`src/hdl/bpfp_pkg.sv`:
```
// Types, codes and helpers shared by the batch proof frame parser and its checker.
package bpfp_pkg;

  typedef enum logic [12:0] {
    PH_ID     = 13'b0000000000001,
    PH_PREV   = 13'b0000000000010,
    PH_NEW    = 13'b0000000000100,
    PH_COUNT  = 13'b0000000001000,
    PH_PSIZE  = 13'b0000000010000,
    PH_PROOF  = 13'b0000000100000,
    PH_COMMIT = 13'b0000001000000,
    PH_NULL   = 13'b0000010000000,
    PH_VALUE  = 13'b0000100000000,
    PH_TYPE   = 13'b0001000000000,
    PH_DEST   = 13'b0010000000000,
    PH_SIG    = 13'b0100000000000,
    PH_IDLE   = 13'b1000000000000
  } phase_e;

  typedef enum logic [2:0] {
    ERR_NONE   = 3'd0,
    ERR_TRUNC  = 3'd1,
    ERR_ZPROOF = 3'd2,
    ERR_COUNT  = 3'd3,
    ERR_TYPE   = 3'd4,
    ERR_TRAIL  = 3'd5
  } err_e;

  localparam logic [3:0] FC_ID      = 4'd0;
  localparam logic [3:0] FC_PREV    = 4'd1;
  localparam logic [3:0] FC_NEW     = 4'd2;
  localparam logic [3:0] FC_COUNT   = 4'd3;
  localparam logic [3:0] FC_PSIZE   = 4'd4;
  localparam logic [3:0] FC_PROOF   = 4'd5;
  localparam logic [3:0] FC_COMMIT  = 4'd6;
  localparam logic [3:0] FC_NULL    = 4'd7;
  localparam logic [3:0] FC_VALUE   = 4'd8;
  localparam logic [3:0] FC_TYPE    = 4'd9;
  localparam logic [3:0] FC_DEST    = 4'd10;
  localparam logic [3:0] FC_SIG     = 4'd11;
  localparam logic [3:0] FC_IGNORED = 4'd12;

  localparam logic [15:0] MAX_COUNT_RST = 16'd256;

  function automatic logic [3:0] field_code_f(phase_e ph);
    logic [3:0] code;
    case (ph)
      PH_ID:     code = FC_ID;
      PH_PREV:   code = FC_PREV;
      PH_NEW:    code = FC_NEW;
      PH_COUNT:  code = FC_COUNT;
      PH_PSIZE:  code = FC_PSIZE;
      PH_PROOF:  code = FC_PROOF;
      PH_COMMIT: code = FC_COMMIT;
      PH_NULL:   code = FC_NULL;
      PH_VALUE:  code = FC_VALUE;
      PH_TYPE:   code = FC_TYPE;
      PH_DEST:   code = FC_DEST;
      PH_SIG:    code = FC_SIG;
      default:   code = FC_IGNORED;
    endcase
    return code;
  endfunction

endpackage

```
`src/hdl/batch_proof_frame_parser.sv`:
```
// Batch proof frame parser: byte-stream field tagger and frame checker.
// One byte per beat in, one tagged result beat out per byte, in the cycle after acceptance; a new
// byte is taken every clock as long as the output register is empty or being drained, so the
// sustained rate is one byte per cycle, set by the single parse-state register update.
// Each result carries the byte, its field code (tuser), offset within the field and entry
// number; the beat for the final input byte has tlast set and carries frame_ok / error_code
// (1 truncated, 2 zero proof size, 3 count above max_entry_count, 4 type byte above 1,
// 5 trailing bytes). Parse state returns to the frame start after every final byte.
module batch_proof_frame_parser import bpfp_pkg::*; #(
  parameter int SIGNATURE_BYTES = 64
) (
  input  logic        clk_i,
  input  logic        rst_ni,
  input  logic        cfg_we_i,
  input  logic [15:0] cfg_wdata_i,    // max_entry_count
  input  logic        s_axis_tvalid,
  output logic        s_axis_tready,
  input  logic [7:0]  s_axis_tdata,   // [7:0] in_byte
  input  logic        s_axis_tlast,   // last_byte
  output logic        m_axis_tvalid,
  input  logic        m_axis_tready,
  output logic [63:0] m_axis_tdata,   // [7:0] out_byte, [39:8] field_offset,
                                      // [55:40] entry_number, [56] frame_ok,
                                      // [59:57] error_code, [63:60] zero
  output logic [3:0]  m_axis_tuser,   // field_code
  output logic        m_axis_tlast    // frame_done
);

  localparam logic [31:0] SigLen = 32'(SIGNATURE_BYTES);

  logic [15:0] max_cnt_q;
  phase_e      phase_q, phase_d;
  logic [31:0] fcnt_q, fcnt_d;
  logic [15:0] eidx_q, eidx_d;
  logic [31:0] etot_q, etot_d;
  logic [31:0] plen_q, plen_d;
  logic [31:0] gath_q, gath_d;
  err_e        ferr_q, ferr_d;

  logic        ovld_q;
  logic [63:0] odata_q, odata_d;
  logic [3:0]  ouser_q, ouser_d;
  logic        olast_q;

  logic        accept;
  logic [7:0]  b;
  logic [31:0] fcnt_inc;
  logic [31:0] flen;
  logic [31:0] gath_nxt;
  logic [15:0] eidx_inc;
  logic [3:0]  code;
  logic [31:0] off;
  logic [15:0] ent;
  logic        ok;
  err_e        rep_err;

  assign s_axis_tready = !ovld_q || m_axis_tready;
  assign accept        = s_axis_tvalid && s_axis_tready;
  assign b             = s_axis_tdata;
  assign fcnt_inc      = fcnt_q + 32'd1;
  assign eidx_inc      = eidx_q + 16'd1;

  always_comb begin
    case (phase_q)
      PH_ID, PH_COUNT, PH_PSIZE:            flen = 32'd4;
      PH_PREV, PH_NEW, PH_COMMIT, PH_NULL:  flen = 32'd32;
      PH_PROOF:                             flen = plen_q;
      PH_VALUE:                             flen = 32'd8;
      PH_TYPE:                              flen = 32'd1;
      PH_DEST:                              flen = 32'd20;
      default:                              flen = SigLen;
    endcase
  end

  always_comb begin
    case (fcnt_q[1:0])
      2'd0:    gath_nxt = gath_q | {24'd0, b};
      2'd1:    gath_nxt = gath_q | {16'd0, b, 8'd0};
      2'd2:    gath_nxt = gath_q | {8'd0, b, 16'd0};
      default: gath_nxt = gath_q | {b, 24'd0};
    endcase
  end

  always_comb begin
    phase_d = phase_q;
    fcnt_d  = fcnt_q;
    eidx_d  = eidx_q;
    etot_d  = etot_q;
    plen_d  = plen_q;
    gath_d  = gath_q;
    ferr_d  = ferr_q;
    code    = FC_IGNORED;
    off     = 32'd0;
    ent     = 16'd0;
    ok      = 1'b0;
    rep_err = ERR_NONE;

    if (phase_q == PH_IDLE) begin
      if (ferr_q == ERR_NONE) begin
        ferr_d = ERR_TRAIL;
      end
    end else begin
      code   = field_code_f(phase_q);
      off    = fcnt_q;
      if (phase_q == PH_COMMIT || phase_q == PH_NULL || phase_q == PH_VALUE ||
          phase_q == PH_TYPE || phase_q == PH_DEST) begin
        ent = eidx_q;
      end
      if (phase_q == PH_COUNT || phase_q == PH_PSIZE) begin
        gath_d = gath_nxt;
      end
      if (phase_q == PH_TYPE && b > 8'd1) begin
        ferr_d = ERR_TYPE;
      end
      fcnt_d = fcnt_inc;
      if (ferr_d != ERR_NONE) begin
        phase_d = PH_IDLE;
        fcnt_d  = 32'd0;
      end else if (fcnt_inc >= flen) begin
        fcnt_d = 32'd0;
        case (phase_q)
          PH_ID:     phase_d = PH_PREV;
          PH_PREV:   phase_d = PH_NEW;
          PH_NEW:    phase_d = PH_COUNT;
          PH_COUNT: begin
            etot_d  = gath_nxt;
            gath_d  = 32'd0;
            phase_d = PH_PSIZE;
          end
          PH_PSIZE: begin
            plen_d = gath_nxt;
            gath_d = 32'd0;
            if (gath_nxt == 32'd0) begin
              ferr_d  = ERR_ZPROOF;
              phase_d = PH_IDLE;
            end else if (etot_q > {16'd0, max_cnt_q}) begin
              ferr_d  = ERR_COUNT;
              phase_d = PH_IDLE;
            end else begin
              phase_d = PH_PROOF;
            end
          end
          PH_PROOF: begin
            eidx_d  = 16'd0;
            phase_d = (etot_q == 32'd0) ? PH_SIG : PH_COMMIT;
          end
          PH_COMMIT: phase_d = PH_NULL;
          PH_NULL:   phase_d = PH_VALUE;
          PH_VALUE:  phase_d = PH_TYPE;
          PH_TYPE:   phase_d = PH_DEST;
          PH_DEST: begin
            eidx_d  = eidx_inc;
            phase_d = ({16'd0, eidx_inc} >= etot_q) ? PH_SIG : PH_COMMIT;
          end
          default:   phase_d = PH_IDLE;
        endcase
      end
    end

    if (s_axis_tlast) begin
      rep_err = ferr_d;
      if (phase_d != PH_IDLE && ferr_d == ERR_NONE) begin
        rep_err = ERR_TRUNC;
      end
      ok      = (rep_err == ERR_NONE);
      phase_d = PH_ID;
      fcnt_d  = 32'd0;
      eidx_d  = 16'd0;
      etot_d  = 32'd0;
      plen_d  = 32'd0;
      gath_d  = 32'd0;
      ferr_d  = ERR_NONE;
    end

    odata_d = {4'd0, rep_err, ok, ent, off, b};
    ouser_d = code;
  end

  always_ff @(posedge clk_i or negedge rst_ni) begin
    if (!rst_ni) begin
      max_cnt_q <= MAX_COUNT_RST;
    end else if (cfg_we_i) begin
      max_cnt_q <= cfg_wdata_i;
    end
  end

  always_ff @(posedge clk_i or negedge rst_ni) begin
    if (!rst_ni) begin
      phase_q <= PH_ID;
      fcnt_q  <= 32'd0;
      eidx_q  <= 16'd0;
      etot_q  <= 32'd0;
      plen_q  <= 32'd0;
      gath_q  <= 32'd0;
      ferr_q  <= ERR_NONE;
    end else if (accept) begin
      phase_q <= phase_d;
      fcnt_q  <= fcnt_d;
      eidx_q  <= eidx_d;
      etot_q  <= etot_d;
      plen_q  <= plen_d;
      gath_q  <= gath_d;
      ferr_q  <= ferr_d;
    end
  end

  always_ff @(posedge clk_i or negedge rst_ni) begin
    if (!rst_ni) begin
      ovld_q  <= 1'b0;
      olast_q <= 1'b0;
    end else if (s_axis_tready) begin
      ovld_q  <= s_axis_tvalid;
      olast_q <= s_axis_tlast;
    end
  end

  always_ff @(posedge clk_i) begin
    if (accept) begin
      odata_q <= odata_d;
      ouser_q <= ouser_d;
    end
  end

  assign m_axis_tvalid = ovld_q;
  assign m_axis_tdata  = odata_q;
  assign m_axis_tuser  = ouser_q;
  assign m_axis_tlast  = olast_q;

endmodule

```
`config.mk`:
```
export PLATFORM = sky130hd
export DESIGN_NAME = batch_proof_frame_parser
export DESIGN_NICKNAME = d
export VERILOG_FILES = /design/src/hdl/bpfp_pkg.sv /design/src/hdl/batch_proof_frame_parser.sv
export SDC_FILE = /design/constraint.sdc
export NUM_CORES = 1
export LEC_CHECK = 0
export BUFFER_PORTS_ARGS = -buffer_cell sky130_fd_sc_hd__buf_2
export CORE_ASPECT_RATIO = 1.75
export CORE_UTILIZATION = 48
export CTS_CLUSTER_SIZE = 30
export DETAILED_ROUTE_END_ITERATION = 7
export PLACE_DENSITY = 0.81
export SLEW_MARGIN = 20
export SYNTH_ARGS = -nofsm -noshare
export SYNTH_HDL_FRONTEND = slang
export SYNTH_SLANG_ARGS = --single-unit
```
`constraint.sdc`:
```
create_clock -name clk_i -period 5.1 [get_ports clk_i]
set_clock_uncertainty 0.15 [all_clocks]
set_input_delay 1.02 -clock clk_i [delete_from_list [all_inputs] [get_ports clk_i]]
set_output_delay 1.02 -clock clk_i [all_outputs]
set_load 0.05 [all_outputs]
```
# Word level (Yosys, flattened, before mapping)
# Cells that the tools add are included.
# totals
input_bits	30
regBits	242
output_inout_bits	71
# classes
n_lt_le_gt_ge	4
reduce_logical	29
bitwise	5
muxes	49
add_sub_neg	2
eq_ne	18
# ops
operator	count
two-way mux 32 bit	20
case mux 32 bit (6 select lines)	1
case mux 13 bit (11 select lines)	1
case mux 32 bit (3 select lines)	1
two-way mux 13 bit	6
zero test 32 bit	2
two-way mux 16 bit	4
case mux 4 bit (12 select lines)	1
two-way mux 3 bit	12
adder 32 x 1 -> 32 bit, second input constant	1
>= comparator 16 x 32 -> 1 bit	1
>= comparator 32 bit	1
greater-than comparator 32 x 16 -> 1 bit	1
bitwise OR 32 x 16 -> 32 bit	1
bitwise OR 32 x 24 -> 32 bit	1
bitwise OR 32 bit	1
bitwise OR 32 x 8 -> 32 bit	1
case mux 16 bit (2 select lines)	1
two-way mux 12 bit	2
adder 16 x 1 -> 16 bit, second input constant	1
AND reduction 5 bit	3
== test 13 x 1 -> 1 bit, second input constant	1
== test 13 x 10 -> 1 bit, second input constant	1
== test 13 x 11 -> 1 bit, second input constant	1
27 further kinds	41

# Longest topological paths before layout
# Gate-level depths: netlist of the first run.
# depth
ltp_word	15
mapped_depth	21
mapped_depth_nobuf	17

# Least setup slack after synthesis of the first run
# No wires, ideal clock.
# synth_path
kind	reg-to-reg
start	register fcnt_q[0]
end	register fcnt_q[20]
setup_slack_ns	-0.024
t_required_ns	4.868
path_buffers	4
stages_incl_launch_ff	22
arrival_time_ns	4.893
path_cell_list	dfrtp_1 ha_1 buf_2 clkbuf_1 and3_1 nand4_1 nor4_1 and3_1 nand3_1 nor2_1 xnor2_1 ha_1 nand4_1 nor3_1 a22oi_1 o211ai_1 a31oi_1 and3_1 clkbuf_1 buf_1 a21oi_1 a31oi_1
# synth_via
elab_chain_cells	6
# synth_rtl
element	line_no	text
start, declared	batch_proof_frame_parser.sv:33	logic [31:0] fcnt_q, fcnt_d;
start signal, assigned	batch_proof_frame_parser.sv:198	fcnt_q <= fcnt_d;
adder 32 x 1 -> 32 bit *	batch_proof_frame_parser.sv:60	assign fcnt_inc = fcnt_q + 32'd1;
>= comparator 32 bit	batch_proof_frame_parser.sv:119	end else if (fcnt_inc >= flen) begin
two-way mux 32 bit *	batch_proof_frame_parser.sv:119	
two-way mux 32 bit *	batch_proof_frame_parser.sv:116	if (ferr_d != ERR_NONE) begin
two-way mux 32 bit *	batch_proof_frame_parser.sv:98	if (phase_q == PH_IDLE) begin
two-way mux 32 bit *	batch_proof_frame_parser.sv:160	if (s_axis_tlast) begin
# Every way passes the cells marked *; elsewhere a longest branch is shown, timed or not. The select of a mux whose other input is x is not followed.
# A chain may end at the register's enable or synchronous reset.

# Worst setup path in the final report of the first run
# layout_path
start	register phase_q[12]
end	register odata_q[56] (netlist: m_axis_tdata[56]) (data pin)
# layout_via
elab_chain_cells	15
elab_cells_between_ends	36
# layout_rtl
element	line_no	text
start, declared	batch_proof_frame_parser.sv:32	phase_e phase_q, phase_d;
start signal, assigned	batch_proof_frame_parser.sv:197	phase_q <= phase_d;
branches (longest 12 deep; another with >= comparator 32 bit)	-	
two-way mux 3 bit *	batch_proof_frame_parser.sv:162	if (phase_d != PH_IDLE && ferr_d == ERR_NONE) begin
two-way mux 3 bit *	batch_proof_frame_parser.sv:160	
zero test 3 bit *	batch_proof_frame_parser.sv:165	ok = (rep_err == ERR_NONE);
end signal, assigned	batch_proof_frame_parser.sv:219	odata_q <= odata_d;
end, declared	batch_proof_frame_parser.sv:41	logic [63:0] odata_q, odata_d;
# Mark *: on every way between the ends. The select of a mux whose other input is x is not followed.

==> results of run 1 <==
-- power breakdown --
part | switching, µW | total, µW | internal, µW
clock network | 765 | 1730 | 962
logic | 877 | 1290 | 408
registers | 48.7 | 2120 | 2070
-- what timing repair did --
action	in CTS	in global routing
setup endpoints to repair	0	103
buffers inserted	0	1
hold buffers	0	0
resized for setup	0	9
-- through the flow --
stage / cells / utilization / instance area (µm²) / worst slack [ns]
2_1_floorplan: 1285 / - / 12900 / 0.0290
3_3_place_gp: 1673 / 0.524 / 13900 / 0.203
3_5_place_dp: 1673 / 0.524 / 13900 / 0.121
4_1_cts: 1715 / 0.552 / 14600 / 0.0869
5_1_grt: 1716 / 0.554 / 14700 / 0.0304
6_report: 1716 / 0.554 / 14700 / 0.243
-- cells in the mapped netlist (17+ instances only) --
cell	count	area (µm²)
dfrtp_1	176	4400
nand2_1	148	556
o21ai_0	97	485
a21oi_1	69	345
ha_1	69	863
edfxtp_1	64	1920
and2_1	54	338
clkbuf_1	47	176
inv_1	45	169
nor2_1	44	165
a22o_1	34	298
nand3_1	33	165
o2bb2ai_1	33	289
nand4_1	27	169
xnor2_1	27	236
o21ai_1	22	110
xor2_1	20	175
nor3_1	19	95.1
nor4_1	19	119
a21o_1	17	128
and3_1	17	106
o21a_1	17	128
-- worst max-delay path: stages, from the launching register on --
cell     delay (ns)
dfrtp_1        0.48
or3_1          0.47
or3_1          0.45
nor2_2         0.24
nor4b_4        0.30
buf_12         0.23
nand2_1        0.08
ha_1           0.32
nand4_1        0.21
nor4_1         0.45
buf_4          0.21
and3_1         0.20
a22oi_4        0.13
o31ai_2        0.34
o31ai_4        0.13
and4b_1        0.19
-- how the worst max path moves through the flow --
stage                             start          endpoint  slack, ns  cells after the start
final                       phase_q[12]  m_axis_tdata[56]       0.24                     15
after global routing        phase_q[12]         eidx_q[5]       0.03                     16
after CTS                   phase_q[12]  m_axis_tdata[56]       0.09                     15
after detailed placement      fcnt_q[0]  m_axis_tdata[56]       0.12                     17
after global placement      phase_q[12]  m_axis_tdata[56]       0.20                     15
after floorplan           m_axis_tready        phase_q[9]       0.03                      7
-- sequential cells by signal, indices dropped and copies added (netlist names) --
name and flops:
fcnt_q 32, etot_q 32, plen_q 32, gath_q 32
ferr_q 3, phase_q 13, m_axis_tvalid 1, m_axis_tuser 4
m_axis_tlast 1, eidx_q 16, m_axis_tdata 60, max_cnt_q 16
-- layer usage --
| metal | vias up | share of wire |
|---|---|---|
| met5 | - | 0 |
| li1 | 4847 | - |
| met1 | 4966 | 0.38 |
| met4 | 0 | 0.061 |
| met2 | 334 | 0.52 |
| met3 | 115 | 0.040 |
-- final cells by class --
type	instances	area share
clock buffer	29	0.0444
inverter	45	0.0115
sequential	242	0.435
tap	324	0.0276
multi-input combinational	925	0.414
clock inverter	13	0.00699
timing repair buffer	138	0.0603
-- cell families after synthesis --
logic type               count (synthesis)  synth area share
AND/OR/NAND/NOR                        451             0.185
flip-flops                             242             0.495
AO/OA/AOI/OAI                          351             0.179
buffers and inverters                  118            0.0390
adder cells (fa/ha/maj)                 69            0.0670
other                                    1          0.000291
multiplexers                             3           0.00253
XOR/XNOR                                47            0.0320
==> flow_metrics.py, run 1 <==
metrics = {
    "global_routing": {
        "grt_max_degree": 80,
        "antenna_found_initial": 0,
        "overflow": 0,
        "grtUsageMet2": 0.427,
        "grt.met1_usage": 0.265,
        "grt_pass1_vias": 10300,
        "grt_first_pass_wirelength_um": 52000,
        "grt_busiest_layer": "met2",
        "grt.total_usage": 0.237,
        "grt_use_met3": 0.0250,
    },
    "route": {
        "final_antenna_net_count": 0,
        "drt-initial-drc-count": 764,
        "wirelength_um": 31900,
        "wl_per_cell_um": 18.6,
        "via_count": 10300,
        "vias_per_cell": 5.98,
        "dr.pass1.iters": 6,
        "drc": 0,
    },
    "critical_path": {
        "cp.arrival_ns": 4.98,
        "cp_max_fo": 36,
        "reg2reg_from": "phase_q[12]",
        "r2r_end": "m_axis_tdata[56]",
        "r2r_slack_ns": 0.24,
        "worstSetupEndpointType": "flip-flop",
        "ff2ff_path_depth": 15,
        "crit_required_ns": 5.22,
        "worstSetupPathType": "reg -> reg",
        "worstSetupStartpointType": "flip-flop",
    },
    "layout": {
        "final_cell_mix": "175 x dfrtp_1, 148 x nand2_1, 96 x o21ai_0",
        "area_growth_syn_to_layout_pct": 13.9,
        "fillCellCount": 2310,
        "antenna_cells": 0,
        "drive_above_1_share": 0.152,
        "final_common_cell": "dfrtp_1",
        "seq_area_um2": 6380,
        "multiInputGateArea_um2": 6080,
        "final_nets": 1474,
    },
    "sta": {
        "setup-violations-final": 0,
        "rsz0062_at_grt": "no",
        "finalSetupTns_ns": 0,
        "max_slew_margin": 0.456,
        "finalHoldViolations": 0,
        "worst_pin_slew_ns": 0.809,
        "fin_crit_ns": 4.86,
        "fin_hold_ws_ns": 0.333,
        "slew_viol_final": 0,
        "max_freq_ghz": 0.206,
        "period_share": 0.952,
    },
    "synth": {
        "ys_types": 69,
        "synth_seq_cells": 242,
        "yosysWarnings": 0,
        "syn_inst": 1282,
        "async_flop_share": 0.736,
        "synth-main-ff-cell": "dfrtp_1",
        "synth_edf_count": 64,
        "syn_area_um2": 12900,
        "ys_seq_area_frac": 0.495,
        "syn_avg_cell_area_um2": 10.0,
    },
    "worst_hold_path": {
        "hold_depth": 2,
        "worst_hold_path_type": "reg -> reg",
        "hold_path_end": "plen_q[17]",
        "hold_start": "plen_q[17]",
    },
    "clock_network": {
        "tritoncts": "done",
        "numCtsBuffers": 23,
        "cts_root_buffer": "clkbuf_16",
        "clk_pin_slew_worst_paths_ns": 0.06,
        "cts_sinks": 242,
        "worstSkewPairLatency_ns": 0.53,
        "htree_levels": 1,
        "clockBufferDepth": 3,
    },
    "floorplanning": {
        "die_area_um2": 27500,
        "rows": 79,
        "pin_count": 101,
        "die_w_um": 126,
        "start_util": 0.486,
        "coreArea_um2": 26500,
        "dieHeight_um": 219,
    },
    "power": {
        "power.total_uw": 5130,
        "p_leak_uw": 0.00657,
        "powerDensity_nw_per_um2": 350,
        "ir_drop_mv": 0.324,
    },
    "place": {
        "numPortBuffers": 96,
        "hpwl_um": 23200,
        "gp_congestion": 0.895,
    },
    "job": {
        "cap_violations": 0,
    },
    "outcome": {
        "status": "completed",
    },
}
No activity file was read; power rests on OpenSTA's default activity.
==> inputs of run 2 (changes only) <==
==> constraint.sdc (replaced) <==
create_clock -name clk_i -period 5.1 [get_ports clk_i]
set_clock_uncertainty 0.15 [all_clocks]
set_input_delay 0.51 -clock clk_i [delete_from_list [all_inputs] [get_ports clk_i]]
set_output_delay 0.51 -clock clk_i [all_outputs]
set_load 0.05 [all_outputs]
==> flow_metrics.py, run 2 (same netlist as run 1, synthesis figures left out) <==
metrics = {
    "route": {
        "drt-initial-drc-count": 741,
        "dr.pass1.iters": 4,
        "drc": 0,
        "wl_per_cell_um": 18.8,
        "vias_per_cell": 5.97,
        "via_count": 10300,
        "wirelength_um": 32300,
        "final_antenna_net_count": 0,
    },
    "critical_path": {
        "worstSetupPathType": "reg -> reg",
        "worstSetupStartpointType": "flip-flop",
        "crit_required_ns": 5.23,
        "cp_max_fo": 8,
        "r2r_slack_ns": 0.33,
        "worstSetupEndpointType": "flip-flop",
        "cp.arrival_ns": 4.90,
    },
    "power": {
        "power.total_uw": 5090,
        "p_clk_frac": 0.333,
        "pwr-share-comb": 0.252,
        "switching_share": 0.332,
        "seqPwrFrac": 0.415,
        "ir_drop_mv": 0.204,
        "switchingPower_uw": 1690,
        "p_leak_uw": 0.00658,
        "powerDensity_nw_per_um2": 348,
        "p_int_uw": 3400,
    },
    "clock_network": {
        "cts_root_buffer": "clkbuf_16",
        "clk_pin_slew_worst_paths_ns": 0.07,
        "numCtsBuffers": 23,
        "tritoncts": "done",
        "worstSkewPairLatency_ns": 0.54,
        "cts_sinks": 242,
        "htree_levels": 1,
        "clockBufferDepth": 3,
    },
    "global_routing": {
        "grt.total_usage": 0.241,
        "antenna_found_initial": 0,
        "grt_pass1_vias": 10500,
        "overflow": 0,
        "grt_max_degree": 94,
        "grt_first_pass_wirelength_um": 52800,
    },
    "sta": {
        "finalHoldViolations": 0,
        "fin_crit_ns": 4.77,
        "max_slew_margin": 0.297,
        "period_share": 0.935,
        "setup_slack_ns": 0.330,
        "worst_pin_slew_ns": 1.05,
        "slew_viol_final": 0,
        "setup-violations-final": 0,
        "max_freq_ghz": 0.210,
        "fin_hold_ws_ns": 0.0453,
    },
    "worst_hold_path": {
        "worst_hold_path_type": "in -> reg",
    },
    "job": {
        "cap_violations": 0,
    },
    "layout": {
        "drive_above_1_share": 0.153,
        "final_nets": 1477,
        "fillCellCount": 2301,
        "area_growth_syn_to_layout_pct": 13.6,
        "final_cell_mix": "176 x dfrtp_1, 148 x nand2_1, 96 x o21ai_0",
        "largest_reg_flops": 60,
        "antenna_cells": 0,
        "final_common_cell": "dfrtp_1",
    },
    "place": {
        "hpwl_um": 23300,
        "numPortBuffers": 96,
        "gp_congestion": 0.892,
        "dp_slack_ns": 0.365,
    },
    "floorplanning": {
        "start_util": 0.486,
        "die_w_um": 126,
        "pin_count": 101,
        "coreArea_um2": 26500,
        "dieHeight_um": 219,
        "die_area_um2": 27500,
        "rows": 79,
    },
    "outcome": {
        "status": "completed",
    },
}
==> run 2: cell types whose count changed in the layout (fill, tap and decap cells not counted), sizes merged <==
| cell | change |
|---|---|
| buf | +2 |
| clkinvlp | -2 |
| dlygate4sd3 | +1 |
| inv | +2 |
==> run 2: worst paths after layout <==
path,start,endpoint,depth (start not counted)
hold reg to reg,plen_q[12],plen_q[12],2
setup reg to reg,fcnt_q[0],m_axis_tdata[56],17
max in group asynchronous,rst_ni,gath_q[7],3
setup / recovery,fcnt_q[0],m_axis_tdata[56],17
min in group asynchronous,rst_ni,fcnt_q[27],2
hold / removal,cfg_wdata_i[13],max_cnt_q[13],3
==> run 2: repair_timing <==
action                                  in CTS  in global routing
hold endpoints to repair                    90                  0
resized for setup                            0                  8
buffers inserted                             0                  0
endpoints found under the setup margin       0                 41
hold buffers                                 1                  0
==> run 2: layer usage <==
layer,wire length (µm),track usage
met1,12400,0.265
met2,16500,0.431
met3,1360,0.0269
met4,2120,0.171
met5,0,0
==> run 2: through the flow <==
| step | area, µm² | TNS (ns) | utilization | instances |
|---|---|---|---|---|
| final | 14600 | 0 | 0.553 | 1719 |
| after global routing | 14600 | -0.103 | 0.553 | 1719 |
| after CTS | 14600 | 0 | 0.551 | 1719 |
| after detailed placement | 13900 | 0 | 0.523 | 1676 |
| after global placement | 13900 | 0 | 0.523 | 1676 |
| after floorplan | 12900 | 0 | - | 1285 |
==> run 2: critical path, stage by stage (launching register included) <==
cell and delay, ns:
dfrtp_1 0.47, nand3_1 0.16, or3_1 0.50, nor4_1 0.33, buf_4 0.18, nand3_1 0.10, nor2_1 0.17, nand4_1 0.17
xnor2_1 0.17, ha_1 0.31, nand4_1 0.18, nor4_1 0.35, buf_4 0.19, and3_1 0.20, a22oi_4 0.12, o31ai_1 0.42
o31ai_4 0.15, and4b_1 0.19
==> run 2: layout make-up <==
class	count	area [µm²]	area share
Inverter	45	169	0.0115
Tap cell	324	405	0.0277
Clock buffer	29	618	0.0422
Clock inverter	13	109	0.00744
Timing Repair Buffer	141	881	0.0602
Multi-Input combinational cell	925	6080	0.415
Sequential cell	242	6380	0.436
==> run 2: power by group through the flow <==
stage | logic (µW) | clock network [µW] | registers, µW
final | 1280 | 1700 | 2110
after global routing | 1390 | 1810 | 2120
after CTS | 1280 | 1730 | 2110
after detailed placement | 1270 | 0 | 2150
after global placement | 1250 | 0 | 2150
after floorplan | 742 | 0 | 2260
